--- src/hdl/mrpt_pkg.sv ---
`default_nettype none
package mrpt_pkg;
	localparam int unsigned CfgW = 7;
	localparam int unsigned InW = 32;
	localparam logic [CfgW-1:0] DefaultRounds = 7'd5;
	localparam logic [CfgW-1:0] MaxRounds = 7'd64;

	typedef struct packed {
		logic [InW-1:0] candidate;
		logic [InW-1:0] random_word;
	} mrpt_in_t;

	typedef struct packed {
		logic witness_passed;
		logic test_done;
		logic probable_prime;
	} mrpt_out_t;

	// modular unit commands
	typedef enum logic [1:0] {
		OP_MUL = 2'd0,
		OP_MOD = 2'd1
	} mrpt_op_t;
endpackage
`default_nettype wire

--- src/hdl/mrpt_modmul.sv ---
`default_nettype none
// bit-serial modular unit: OP_MUL gives (a*b) mod n, OP_MOD gives a mod n
// one bit of b (or a) per cycle, msb first, values stay below 2n
module mrpt_modmul #(
	parameter int unsigned WIDTH = 32
) (
	input  wire logic             clk,
	input  wire logic             arst_n,
	input  wire logic             start,
	input  wire mrpt_pkg::mrpt_op_t op,
	input  wire logic [WIDTH-1:0] a,
	input  wire logic [WIDTH-1:0] b,
	input  wire logic [WIDTH-1:0] n,
	output logic                  done,
	output logic [WIDTH-1:0]      res
);
	import mrpt_pkg::*;
	localparam int unsigned CW = $clog2(WIDTH + 1);

	logic [WIDTH-1:0] acc_q, am_q, n_q, sh_q;
	logic [CW-1:0] cnt_q;
	logic busy_q, mul_q;
	logic [WIDTH+1:0] dbl, addv, sub1;
	logic [WIDTH:0] red1;
	logic [WIDTH-1:0] nxt;

	// acc = 2*acc + bit, reduced, or 2*acc (+a), reduced
	always_comb begin
		dbl = {1'b0, acc_q, 1'b0};
		if (mul_q) begin
			dbl = dbl - ((dbl >= {2'b0, n_q}) ? {2'b0, n_q} : '0);
			addv = dbl + (sh_q[WIDTH-1] ? {2'b0, am_q} : '0);
		end else begin
			addv = dbl + {{(WIDTH+1){1'b0}}, sh_q[WIDTH-1]};
		end
		sub1 = addv - ((addv >= {2'b0, n_q}) ? {2'b0, n_q} : '0);
		red1 = sub1[WIDTH:0];
		nxt = red1[WIDTH-1:0];
	end

	always_ff @(posedge clk or negedge arst_n) begin
		if (!arst_n) begin
			busy_q <= 1'b0;
			done <= 1'b0;
			cnt_q <= '0;
		end else begin
			done <= 1'b0;
			if (start) begin
				busy_q <= 1'b1;
				cnt_q <= CW'(WIDTH);
			end else if (busy_q) begin
				cnt_q <= cnt_q - 1'b1;
				if (cnt_q == CW'(1)) begin
					busy_q <= 1'b0;
					done <= 1'b1;
				end
			end
		end
	end

	always_ff @(posedge clk) begin
		if (start) begin
			acc_q <= '0;
			n_q <= n;
			mul_q <= (op == OP_MUL);
			am_q <= a;
			sh_q <= (op == OP_MUL) ? b : a;
		end else if (busy_q) begin
			acc_q <= nxt;
			sh_q <= {sh_q[WIDTH-2:0], 1'b0};
		end
	end
	assign res = acc_q;
endmodule
`default_nettype wire

--- config.mk ---
export PLATFORM = sky130hd
export DESIGN_NAME = mrpt_modmul
export DESIGN_NICKNAME = d
export VERILOG_FILES = /design/src/hdl/mrpt_pkg.sv /design/src/hdl/mrpt_modmul.sv
export SDC_FILE = /design/constraint.sdc
export NUM_CORES = 1
export LEC_CHECK = 0
export BUFFER_PORTS_ARGS = -buffer_cell sky130_fd_sc_hd__buf_2
export CELL_PAD_IN_SITES_DETAIL_PLACEMENT = 0
export CELL_PAD_IN_SITES_GLOBAL_PLACEMENT = 1
export CORE_ASPECT_RATIO = 1.2
export CORE_MARGIN = 2
export CORE_UTILIZATION = 46
export CTS_CLUSTER_DIAMETER = 120
export CTS_CLUSTER_SIZE = 20
export DETAILED_ROUTE_END_ITERATION = 6
export PLACE_DENSITY = 0.86
export RECOVER_POWER = 50
export SLEW_MARGIN = 40
export SYNTH_ARGS = -nofsm -noshare
export SYNTH_HDL_FRONTEND = slang
export SYNTH_SLANG_ARGS = --single-unit
--- constraint.sdc ---
create_clock -name clk -period 12.3 [get_ports clk]
set_input_delay 0.615 -clock clk [delete_from_list [all_inputs] [get_ports clk]]
set_output_delay 0.615 -clock clk [all_outputs]
set_load 0.01 [all_outputs]
Word level (Yosys, flattened, before mapping)
Index checks and enable logic that the tools add are counted.
{"block": "totals", "register_bits": 137, "inputBits": 101, "word_cells": 33}
{"block": "classes", "muxes": 15, "n_addsub": 5, "reduce_logical": 2, "n_eq_ne": 1, "magnitude_cmp": 2}
{"op": "32-bit 2-to-1 mux", "n": 6}
{"op": "33-bit by 1-bit adder with 34-bit output", "n": 1}
{"op": "34-bit by 32-bit adder with 34-bit output", "n": 1}
{"op": "34-bit by 32-bit >= comparator with 1-bit output", "n": 1}
{"op": "34-bit 2-to-1 mux", "n": 1}
{"op": "33-bit by 32-bit subtractor with 34-bit output", "n": 1}
{"op": "33-bit by 32-bit >= comparator with 1-bit output", "n": 1}
{"op": "32-bit subtractor", "n": 1}
{"op": "6-bit 2-to-1 mux", "n": 2}
{"op": "6-bit by 1-bit == test with 1-bit output (second input constant)", "n": 1}
{"op": "1-bit 2-to-1 mux", "n": 6}
{"op": "6-bit by 1-bit subtractor with 6-bit output (second input constant)", "n": 1}
{"op": "2-bit logical NOT", "n": 1}
{"op": "2-bit nonzero test", "n": 1}

Depth between registers and ports, before layout
{"block": "depth", "word_depth": 8, "depth_mapped": 49, "ltp_nobuf": 49}

Worst setup path after synthesis
OpenSTA, ideal clock, no wires.
{"block": "synth_path", "path_type": "reg-to-reg", "startpoint": "register n_q[1]", "endpoint": "register acc_q[24] (netlist: res[24])", "stages_incl_launch_ff": 46, "period_less_slack_ps": 9156, "t_arrival_ps": 9008, "required_time_ps": 12152, "n_path_buf": 2, "path_slack_ps": 3144, "cell_sequence": "edfxtp_1 > inv_1 > ha_1 > nor2b_1 > o21a_1 > o21a_1 > o21a_1 > o21a_1 > o21a_1 > o21a_1 > o21a_1 > o21ai_1 > clkbuf_1 > a21oi_1 > fa_1 > inv_1 > ha_1 > a21o_1 > (+10 left out) > o21ai_0 > a2111oi_0 > o21a_1 > a31oi_1 > a2111oi_0 > o2111ai_2 > clkbuf_1 > nand2_1 > ha_1 > a22o_1 > or4_1 > a21oi_1 > o31a_1 > o21bai_1 > a41oi_1 > o21ai_0 > xnor2_1 > o22ai_1"}
{"block": "synth_between", "elab_chain_cells": 8}
{"element": "from (decl)", "line_no": "mrpt_modmul.sv:20", "rtl": "logic [WIDTH-1:0] acc_q, am_q, n_q, sh_q;"}
{"element": "from (signal assigned)", "line_no": "mrpt_modmul.sv:64", "rtl": "n_q <= n;"}
{"element": "33-bit by 32-bit >= comparator with 1-bit output", "line_no": "mrpt_modmul.sv:31", "rtl": "dbl = dbl - ((dbl >= {2'b0, n_q}) ? {2'b0, n_q} : '0);"}
{"element": "32-bit 2-to-1 mux", "line_no": "mrpt_modmul.sv:31"}
{"element": "33-bit by 32-bit subtractor with 34-bit output", "line_no": "mrpt_modmul.sv:31"}
{"element": "34-bit by 32-bit adder with 34-bit output", "line_no": "mrpt_modmul.sv:32", "rtl": "addv = dbl + (sh_q[WIDTH-1] ? {2'b0, am_q} : '0);"}
{"element": "34-bit 2-to-1 mux", "line_no": "mrpt_modmul.sv:30", "rtl": "if (mul_q) begin"}
{"element": "34-bit by 32-bit >= comparator with 1-bit output", "line_no": "mrpt_modmul.sv:36", "rtl": "sub1 = addv - ((addv >= {2'b0, n_q}) ? {2'b0, n_q} : '0);"}
{"element": "32-bit 2-to-1 mux", "line_no": "mrpt_modmul.sv:36"}
{"element": "32-bit subtractor (*)", "line_no": "mrpt_modmul.sv:36"}
{"element": "to (signal assigned)", "line_no": "mrpt_modmul.sv:69", "rtl": "acc_q <= nxt;"}
{"element": "to (decl)", "line_no": "mrpt_modmul.sv:20"}
Mark *: on every way between the ends. The rest lies on a longest branch, timed or not.
A chain may end at the register's enable or synchronous reset.

Worst setup path in the final report
Same ends and word-level chain as after synthesis.

==> flow_metrics.py <==
metrics = {
    "worst_setup_path": {
        "required_ns": 12.60,
        "start_kind": "flop",
        "ff2ff_setup_slack_ns": 0.87,
        "crit_slowest_cell": "o21ai_1",
        "path_class": "reg2reg",
        "end_kind": "flop",
        "worst_ep_arrival_time_ns": 11.74,
        "critical-path-max-stage-delay_ns": 0.63,
        "cpMostUsedCell": "o21a_1",
        "cp_max_fo": 11,
    },
    "routing": {
        "wl_per_cell_um": 18.5,
        "dr.pass1.iters": 5,
        "drtIter0Drc": 706,
        "dr_total_vias": 9549,
        "drt-total-wl_um": 31400,
        "ant_nets": 0,
        "drc": 0,
        "avgViaCountPerCell": 5.61,
    },
    "die": {
        "start_util_pct": 47.0,
        "die-height_um": 176,
        "ios": 134,
        "num_rows": 62,
        "die_w_um": 147,
        "dieArea_um2": 25900,
        "core_um2": 24000,
    },
    "sta": {
        "grt_setup_unrepaired": "no",
        "setup_tns_ns": 0,
        "max-slew-margin-rel_pct": -184,
        "setup_violations": 0,
        "finalHoldViolations": 0,
        "clock_skew_ns": 0.0126,
        "min_period_ns": 11.43,
        "worst-slew-pin-transition_ns": 4.26,
        "min_period_over_period_pct": 93.0,
        "fmax_mhz": 87.5,
        "finalMaxSlewViolations": 94,
    },
    "min_path": {
        "hold_path_class": "in2async",
    },
    "layout": {
        "fin_nets": 1631,
        "layout-drive-gt1-share_pct": 11.7,
        "antenna_cells": 0,
        "syn2layout_area_growth_pct": 14.5,
    },
    "synth": {
        "synth_area_leader_cell": "edfxtp_1",
        "synth_most_common_cell": "a21oi_1",
        "ys_seq_elements": 137,
        "yosysUniqueCellTypes": 62,
        "synthTopCellsByCount": "a21oi_1 (133), ha_1 (129), inv_1 (121)",
        "syn_avg_cell_area_um2": 9.15,
        "synth_edf_count": 97,
        "synth-seq-area-share_pct": 33.2,
        "syn_inst": 1236,
        "syn-num-nets": 1499,
        "async_flop_share_pct": 5.84,
        "synth.top_cell.area_share_pct": 25.8,
        "yosys-top-cells-area": "edfxtp_1 (26%), ha_1 (14%), a21oi_1 (5.9%), fa_1 (5.8%), dfxtp_1 (5.7%)",
        "synthFlopType": "edfxtp_1",
        "synth_area_um2": 11300,
        "yosys_warnings": 0,
    },
    "status": {
        "outcome": "finished with violations",
        "violations": "capacitance limit, slew limit",
    },
    "cts": {
        "cts_htree_levels": 4,
        "cts_hold_buf": 0,
        "cts-root-buf": "clkbuf_16",
        "cts_setup_buffers": 0,
        "cts_sinks": 137,
        "cts_buffers": 17,
        "insertion_delay_ns": 0.44,
        "cts_tree": "yes",
        "clk_path_buf_depth": 2,
        "cts_resized": 0,
        "cts.clk_slew.worst_paths_ns": 0.07,
    },
    "global_routing": {
        "overflow": 0,
        "antenna_found_initial": 0,
        "grtUsageTotal_pct": 24.8,
        "grt_max_degree": 94,
        "grt_pass1_vias": 9674,
        "grt_pass1_wl_um": 50400,
    },
    "placed_design": {
        "dpl.hpwl_um": 24200,
        "numPortBuffers": 133,
        "gp_congestion": 0.973,
    },
    "flow_run": {
        "cap_violations": 1,
    },
}
layer usage:
layer / vias up / wire, um / track usage (%) / part of all wire (%)
met5: - / 0 / 0 / 0
met4: 0 / 824 / 9.33 / 2.6
met3: 44 / 1620 / 3.32 / 5.2
met2: 281 / 15100 / 42.3 / 48
met1: 4539 / 13800 / 32.2 / 44
li1: 4685 / - / - / -
kinds of logic after synthesis:
kind of cell	Yosys count	synth area share, %
AO/OA/AOI/OAI	339	18.6
AND/OR/NAND/NOR	330	13.4
buffers and inverters	155	5.14
flip-flops	137	33.2
adder cells (fa/ha/maj)	162	20.1
XOR/XNOR	54	4.31
multiplexers	59	5.30
final timing paths:
check,startpoint,endpoint,cells past startpoint
setup / recovery,n_q[1]$_DFFE_PP_,res[24]$_SDFFE_PP0P_,45
hold / removal,arst_n,done$_DFF_PN0_,1
setup reg to reg,n_q[1]$_DFFE_PP_,res[24]$_SDFFE_PP0P_,45
hold reg to reg,cnt_q[5]$_DFFE_PN0P_,cnt_q[5]$_DFFE_PN0P_,2
max in group asynchronous,arst_n,cnt_q[3]$_DFFE_PN0P_,1
min in group clk,n[2],n_q[2]$_DFFE_PP_,1
through the flow:
stage          setup WS [ns]  instance area [um^2]  util, %  instances  hold slack [ns]
6_report               0.866                 12900     53.8       1701            0.124
5_1_grt                0.361                 12900     53.8       1701            0.156
4_1_cts                0.729                 13000     54.1       1700           0.0162
3_5_place_dp           0.876                 12400     51.6       1668            0.480
3_3_place_gp            1.15                 12300     51.3       1665            0.476
2_1_floorplan           3.14                 11300        -       1236            0.319
flip-flops by register name, summed over array words and instances (netlist names):
signal,flops
am_q,32
done,1
sh_q,32
mul_q,1
busy_q,1
cnt_q,6
res,32
n_q,32
layout make-up:
| cell class | count | area (um^2) |
|---|---|---|
| Tap cell | 320 | 400 |
| Sequential cell | 137 | 3750 |
| Inverter | 123 | 462 |
| Clock inverter | 15 | 168 |
| Timing Repair Buffer | 145 | 751 |
| Multi-Input combinational cell | 944 | 6990 |
| Clock buffer | 17 | 425 |
| Fill cell | 2232 | 11100 |
cells in the final DEF, fill, tap and decap left out, types with 17 or more instances in the layout:
| cell | count |
|---|---|
| o21a_1 | 21 |
| a21o_1 | 36 |
| nor2_1 | 104 |
| inv_1 | 121 |
| fa_1 | 33 |
| buf_2 | 94 |
| nand2b_1 | 17 |
| edfxtp_1 | 97 |
| xnor2_1 | 35 |
| xor2_1 | 18 |
| dfxtp_1 | 32 |
| ha_1 | 129 |
| clkbuf_16 | 17 |
| mux2i_1 | 52 |
| clkbuf_1 | 39 |
| a21oi_1 | 133 |
| o21ai_0 | 61 |
| nand2_1 | 117 |
critical path, delay by kind of cell (launching register included):
kind,cells,cell delay (ns)
xor gates and xnor gates,2,0.43
and+or+nand+nor,4,0.75
AOI/OAI and AO/OA,31,7.56
buffers and inverters,3,0.49
adders and majority gates,5,1.68
DFF,1,0.40
Power is left out: the tool's default activity adds up to more than one toggle a clock period on the data nets, which glitch-free logic cannot reach.
